<file path="src/rtl/alc_pkg.sv">
package alc_pkg;

  localparam int unsigned COUNT_W = 16;
  localparam int unsigned BASE_W  = 16;
  localparam int unsigned LUX_W   = 25;
  localparam int unsigned OUT_W   = 27;
  localparam int unsigned P_W     = 80;
  localparam int unsigned ACC_W   = 108;
  localparam int unsigned CHUNK_W = 32;
  localparam int unsigned FRAC_W  = 56;
  localparam int unsigned ADDR_W  = 3;

  localparam logic [BASE_W-1:0] BASE_RES_Q_DEF = 16'd236;
  localparam logic [LUX_W-1:0]  CORR_LIMIT     = 25'd1000;

  // Horner coefficients, signed Q.56
  localparam logic [P_W-1:0]   COEF_A  = 80'd43332;
  localparam logic [ACC_W-1:0] COEF_B  = 108'd676793746;
  localparam logic [ACC_W-1:0] COEF_C  = 108'd5871829222963;
  localparam logic [ACC_W-1:0] COEF_D  = 108'd72223326504215170;

  // Register index (paddr bit 2)
  localparam logic REG_GAIN  = 1'b0;
  localparam logic REG_INTEG = 1'b1;

  // Horner pass codes
  localparam logic [1:0] PASS_P1  = 2'd0;
  localparam logic [1:0] PASS_P2  = 2'd1;
  localparam logic [1:0] PASS_P3  = 2'd2;
  localparam logic [1:0] PASS_FIN = 2'd3;

  localparam logic [1:0] GAIN_X1    = 2'd0;
  localparam logic [1:0] GAIN_X2    = 2'd1;
  localparam logic [1:0] GAIN_X1_8  = 2'd2;
  localparam logic [1:0] GAIN_X1_4  = 2'd3;
  localparam logic [2:0] INTEG_800  = 3'd5;

  typedef struct packed {
    logic [1:0] gain_sel;
    logic [2:0] integ_sel;
  } cfg_t;

  typedef struct packed {
    logic             start;
    logic [P_W-1:0]   op_a;
    logic [LUX_W-1:0] op_b;
    logic [ACC_W-1:0] addend;
  } mac_cmd_t;

  // Total left shift of the resolution: integration plus gain
  function automatic logic [3:0] scale_shift(input cfg_t c);
    logic [2:0] isel;
    logic [3:0] gsh;
    isel = (c.integ_sel > INTEG_800) ? INTEG_800 : c.integ_sel;
    case (c.gain_sel)
      GAIN_X1:   gsh = 4'd1;
      GAIN_X2:   gsh = 4'd0;
      GAIN_X1_8: gsh = 4'd4;
      GAIN_X1_4: gsh = 4'd3;
      default:   gsh = 4'd0;
    endcase
    return {1'b0, INTEG_800 - isel} + gsh;
  endfunction

  function automatic logic [ACC_W-1:0] horner_addend(input logic [1:0] pass);
    logic [ACC_W-1:0] v;
    case (pass)
      PASS_P1: v = ~COEF_B + 108'd1;
      PASS_P2: v = COEF_C;
      PASS_P3: v = COEF_D;
      default: v = '0;
    endcase
    return v;
  endfunction

  // Clamp to the signed 80-bit range
  function automatic logic [P_W-1:0] sat80(input logic [ACC_W-1:0] acc);
    logic [ACC_W-P_W:0] top;
    logic [P_W-1:0]     v;
    top = acc[ACC_W-1:P_W-1];
    if ((&top) || !(|top)) begin
      v = acc[P_W-1:0];
    end else if (acc[ACC_W-1]) begin
      v = {1'b1, {(P_W-1){1'b0}}};
    end else begin
      v = {1'b0, {(P_W-1){1'b1}}};
    end
    return v;
  endfunction

  // Drop the fraction, clamp negative to zero and large to all ones
  function automatic logic [OUT_W-1:0] final_lux(input logic [ACC_W-1:0] acc);
    logic [OUT_W-1:0] v;
    if (acc[ACC_W-1]) begin
      v = '0;
    end else if (|acc[ACC_W-1:FRAC_W+OUT_W]) begin
      v = '1;
    end else begin
      v = acc[FRAC_W+OUT_W-1:FRAC_W];
    end
    return v;
  endfunction

endpackage

</file>
<file path="src/rtl/alc_regs.sv">
module alc_regs
  import alc_pkg::*;
(
  input  logic              clk,
  input  logic              rst_n,
  input  logic              cfg_psel,
  input  logic              cfg_penable,
  input  logic              cfg_pwrite,
  input  logic [ADDR_W-1:0] cfg_paddr,
  input  logic [31:0]       cfg_pwdata,
  output logic [31:0]       cfg_prdata,
  output logic              cfg_pready,
  output cfg_t              cfg
);

  cfg_t cfg_r;
  logic wr_en;

  assign cfg_pready = 1'b1;
  assign wr_en      = cfg_psel & cfg_penable & cfg_pwrite;
  assign cfg        = cfg_r;

  always_ff @(posedge clk) begin
    if (!rst_n) begin
      cfg_r.gain_sel  <= 2'd0;
      cfg_r.integ_sel <= 3'd2;
    end else if (wr_en) begin
      case (cfg_paddr[2])
        REG_GAIN:  cfg_r.gain_sel  <= cfg_pwdata[1:0];
        REG_INTEG: cfg_r.integ_sel <= cfg_pwdata[2:0];
        default: ;
      endcase
    end
  end

  always_comb begin
    case (cfg_paddr[2])
      REG_GAIN:  cfg_prdata = {30'd0, cfg_r.gain_sel};
      REG_INTEG: cfg_prdata = {29'd0, cfg_r.integ_sel};
      default:   cfg_prdata = '0;
    endcase
  end

endmodule

</file>
<file path="config.mk">
export PLATFORM = sky130hd
export DESIGN_NAME = alc_regs
export DESIGN_NICKNAME = d
export VERILOG_FILES = /design/src/rtl/alc_pkg.sv /design/src/rtl/alc_regs.sv
export SDC_FILE = /design/constraint.sdc
export NUM_CORES = 1
export LEC_CHECK = 0
export ABC_CLOCK_PERIOD_IN_PS = 850
export BUFFER_PORTS_ARGS = -buffer_cell sky130_fd_sc_hd__buf_2
export CORE_UTILIZATION = 29
export CTS_BUF_LIST = sky130_fd_sc_hd__clkbuf_4 sky130_fd_sc_hd__clkbuf_8
export DETAILED_ROUTE_END_ITERATION = 16
export MAX_ROUTING_LAYER = met4
export PLACE_DENSITY = 0.85
export SYNTH_ARGS = -nofsm -noshare
export SYNTH_HDL_FRONTEND = slang
export SYNTH_SLANG_ARGS = --single-unit
</file>
<file path="constraint.sdc">
create_clock -name clk -period 0.85 [get_ports clk]
set_clock_uncertainty 0.05 [all_clocks]
set_input_delay 0.17 -clock clk [delete_from_list [all_inputs] [get_ports clk]]
set_output_delay 0.17 -clock clk [all_outputs]
set_load 0.03 [all_outputs]
</file>
After elaboration in Yosys (flattened, before gate mapping)
Index checks and enable logic that the tools add are counted.

Bits in registers: 5. Input port bits: 40. Logic and storage cells: 8.

Bitwise logic cells: 3. Reduce and logical (&&, ||, !) cells: 2. Mux-type cells: 1.

Operator list (count): case mux 32 bit (2 select lines) (1); AND reduction 2 bit (2); bitwise AND 1 bit (2); inverter 1 bit (1).

Logic depth before layout (Yosys ltp)
Word-level depth: 3. Mapped depth: 3.

Least setup slack after synthesis
OpenSTA, ideal clock, no wires.

Path type: register to output. Start: reg cfg_r (netlist bit cfg[1]). End: out cfg_prdata[1]. Stages on the path, launching flop included: 2. Arrival time: 0.814 ns. Slack: -0.184 ns. Data required time: 0.630 ns. Path buffers: 0. Cells stage by stage: dfxtp_1 -> mux2_2.

Cells in the longest elaborated chain, start to end: 1.

Ends and longest elaborated chain: start: declaration (line alc_regs.sv:16) `cfg_t cfg_r;`; case mux 32 bit (2 select lines) (line alc_regs.sv:37) `case (cfg_paddr[2])`; end: declaration (line alc_regs.sv:11) `output logic [31:0] cfg_prdata,`.

No other way between the ends. The select of a mux whose other input is x is not followed.

Worst setup path after layout
Start: reg cfg_r (netlist bit cfg[4]). End: out cfg_prdata[1].

The elaborated chain is that of the path after synthesis.

==> results.md <==
Place:
- The detailed placement HPWL is approximately 630 um.
- During placement, the flow inserted port buffers numbering 16.
- The congestion estimate from routability-driven global placement came to slightly below 0.7.
- The count of placed standard cells including taps is 92.

Worst setup path:
- The critical path class is reg2out.
- Among cell families on the critical path, the largest total delay comes from flip-flops.
- STA classifies the critical path endpoint as an output pin.
- Along the worst path, the maximum fanout reaches 2.
- The kind of start point of the critical path is a flop.
- The critical path goes through mux2_4 > buf_6.
- The largest stage delay on the critical path is 0.33 ns.
- Data on the critical path is required at its endpoint by around 0.63 ns.
- The cell with the largest stage delay on the worst path is sky130_fd_sc_hd__dfxtp_4.
- The number of buffer and inverter stages on the critical path is 1.
- The data arrival time of the critical path is ~1 ns.

Logic synthesis:
- The count of unique library cells instantiated by Yosys is 11.
- The proportion of synthesized chip area in sequential cells is around a fifth.
- A synthesized cell averages 8.65 um^2.
- Yosys printed 0 warnings.
- The biggest area contributor in the post-synthesis netlist is sky130_fd_sc_hd__buf_4.
- The cell count after synthesis came out at 57.
- The cell area after synthesis is about 490 um^2.
- Counting flops and latches in the post-synthesis netlist gives 5.
- Yosys attributes the largest share of cell area to sky130_fd_sc_hd__buf_4 (46%), sky130_fd_sc_hd__dfxtp_1 (20%), sky130_fd_sc_hd__mux2i_1 (10%).
- The share of Yosys cell area claimed by the top area cell type is 45.7%.

GRT:
- In the global route stage, met3 resource usage came out at slightly below 3%.
- The wire length of the first global-routing pass is 1170 um.
- The busiest layer in global routing is met2.
- The routing usage on met2 is 14.6%.
- The via count of the first global-routing pass was between 200 and 300.
- Global routing used 8.25% of the available met1 tracks.
- The sum of overflow across all layers after global routing is 0.
- The initial antenna violation count is 0.
- Entering global routing, the biggest net connects 10 pins.
- The global router's overall resource usage is under 10%.

Finish:
- In the final layout, the multi-input gates occupy roughly 280 um^2.
- The register with the most flip-flops in the layout has 5 of them.
- The sequential cell area is 111 um^2.
- After filler insertion, the fill cell instance count of the layout stands at ~170.
- The utilization of the core after routing is between 40% and 50%.
- Leaving out filler cells and counting taps, the final layout contains slightly below 100.
- Cells with a size suffix above 1 make up ~48% of the layout.
- The net count of the finished layout is about 120.
- Compared with the post-synthesis result, the final layout area differs by 30.2%.
- The repair_antennas step left the layout with diodes totalling 0.

Drt:
- After detailed routing, the number of remaining DRC violations is 0.
- For this block, the routed nets add up to approximately 780 um of wire.
- The routed length per instance is approximately 8 um.
- The post-detailed-route count of antenna-violating nets is 0.
- The number of vias in the routed layout is ~350.
- The first-pass iteration count of the detailed router is 3.
- The detailed router finished its first iteration with 8 violations.
- The via count normalized by instance count is about 3.6.

Clock tree:
- TritonCTS built the clock tree.
- CTS built an H-tree with a depth of 1.
- The latest clock arrival within the worst-skew pair is 0.24 ns.
- After clock tree synthesis, the clock-pin slew on the worst setup and hold paths is 0.05 ns.
- TritonCTS created 3 clock buffers.
- CTS placed an instance of sky130_fd_sc_hd__clkbuf_4 at the clock tree root.
- The maximum count of clock buffers along a single path is 2.
- The total clock sinks is 5.

Floorplanning:
- The width of the die is approximately 43 um.
- The initial standard-cell utilization of the core is between 30% and 40%.
- The area of the core region is between 1500 and 2000 um^2.
- The number of rows in the core area is 14.
- Pin placement for this block handled a little under 80 I/O pins.
- The y dimension of the die is approximately 43 um.
- The floorplan step defined a die boundary enclosing 1870 um^2.

STA:
- The timing-limited maximum frequency is between 0.8 and 0.9 GHz.
- The final setup TNS is -1.93 ns.
- On the final layout, the worst hold slack is roughly 0.11 ns.
- The total count of hold-check failures in the final report came to 0.
- The final period utilization is 141%.
- Setup repair after global routing could not meet its margin everywhere.
- The smallest setup slack after layout is -0.351 ns.
- The setup violation total in the final timing report is 9.
- The number of pins exceeding their max-slew limit in the final report is 0.
- Subtracting the final worst setup slack from the clock period gives 1.20 ns.

Power and ir drop:
- The analysis attributes to cell leakage a power of slightly below 0.4 nW.
- The share of total power in combinational logic is a little over a third.
- The part of the total power dissipated in sequential elements is ~28%.
- The power density normalized to cell area is roughly 1300 nW/um^2.
- Summing internal, switching and leakage power gives approximately 850 uW.
- The total net switching power is 340 uW.
- Cell internal power was estimated by the tool at slightly above 500 uW.
- The part of the power in the clock network is roughly 36%.
- Net switching is between 30% and 40% of the power.
- The worst-case IR drop observed on VDD is just over 0.6 mV.

Min path:
- In this run the worst hold path is classified as in2reg.

Job:
- The number of max-cap violations is 0.

Run status:
- The flow ran to the end, but the final reports show violations.
- The checks that failed: negative setup slack.
[power groups by stage]
stage               Combinational [mW]  Clock [mW]  Sequential, mW
finish                           0.303       0.311           0.240
global route                     0.320       0.337           0.240
CTS                              0.299       0.320           0.239
detailed placement               0.281           0           0.243
global placement                 0.279           0           0.243
floorplan                        0.324           0           0.254
[synthesized netlist by cell type]
cell type / n
sky130_fd_sc_hd__and2_2: 1
sky130_fd_sc_hd__buf_2: 1
sky130_fd_sc_hd__buf_4: 30
sky130_fd_sc_hd__conb_1: 2
sky130_fd_sc_hd__dfxtp_1: 5
sky130_fd_sc_hd__mux2_2: 2
sky130_fd_sc_hd__mux2i_1: 5
sky130_fd_sc_hd__nand2_1: 7
sky130_fd_sc_hd__nand4_2: 1
sky130_fd_sc_hd__nand4b_4: 1
sky130_fd_sc_hd__nor2b_1: 2
[path summary, 6_finish.rpt]
path / from / end / slack [ns] / cells past startpoint
worst max register to register: cfg[4]$_SDFFE_PN0P_ / cfg[4]$_SDFFE_PN0P_ / -0.10 / 5
worst min-delay path: cfg_pwdata[2] / cfg[2]$_SDFFE_PN0P_ / 0.11 / 3
worst max-delay path: cfg[4]$_SDFFE_PN0P_ / cfg_prdata[1] / -0.35 / 2
worst min register to register: cfg[2]$_SDFFE_PN0P_ / cfg[2]$_SDFFE_PN0P_ / 0.43 / 2
[timing repair]
action                     in CTS  in global routing
pin swaps                       1                  0
setup buffers                   1                  2
hold buffers                    0                  0
gates resized for setup        19                  2
setup endpoints to repair       8                  9
[area by class of cell]
class	count	area share (%)
clock buffer	4	4.68
tap	16	3.12
multi-input combinational	49	43.5
sequential	5	17.3
timing repair buffer	24	31.4
[cells by family after synthesis]
kind of cell	after synthesis	share of synthesized area, %
flip-flops	5	20.3
other	2	1.52
AND/OR/NAND/NOR	12	16.8
multiplexers	7	14.7
buffers and inverters	31	46.7
[worst register-to-register path, cell delays in order (launching register included)]
cell and delay, ns:
sky130_fd_sc_hd__dfxtp_4 0.33, sky130_fd_sc_hd__buf_4 0.13, sky130_fd_sc_hd__buf_6 0.11, sky130_fd_sc_hd__buf_4 0.12, sky130_fd_sc_hd__nand2_2 0.04, sky130_fd_sc_hd__mux2i_1 0.06
[per-layer routing]
metal / vias up / share of wire [%] / wire length [um]
li1: 171 / - / -
met5: - / 0 / 0
met4: 0 / 0 / 0
met2: 23 / 54 / 424
met1: 158 / 36 / 284
met3: 0 / 9.1 / 71
[per-stage QoR]
step,cell area [um^2],setup WS [ns]
after CTS,632,-0.358
after floorplan,618,-0.0555
final,642,-0.351
after global routing,642,-0.374
after global placement,533,-0.178
after detailed placement,533,-0.184
[cell usage in the layout, fill, tap and decap left out, drive strengths merged]
cell,netlist,final
and2,1,1
buf,31,24
clkbuf,0,4
conb,2,30
dfxtp,5,5
mux2,2,2
mux2i,5,5
nand2,7,7
nand4,1,1
nand4b,1,1
nor2b,2,2
No activity file was read; power rests on OpenSTA's default activity.
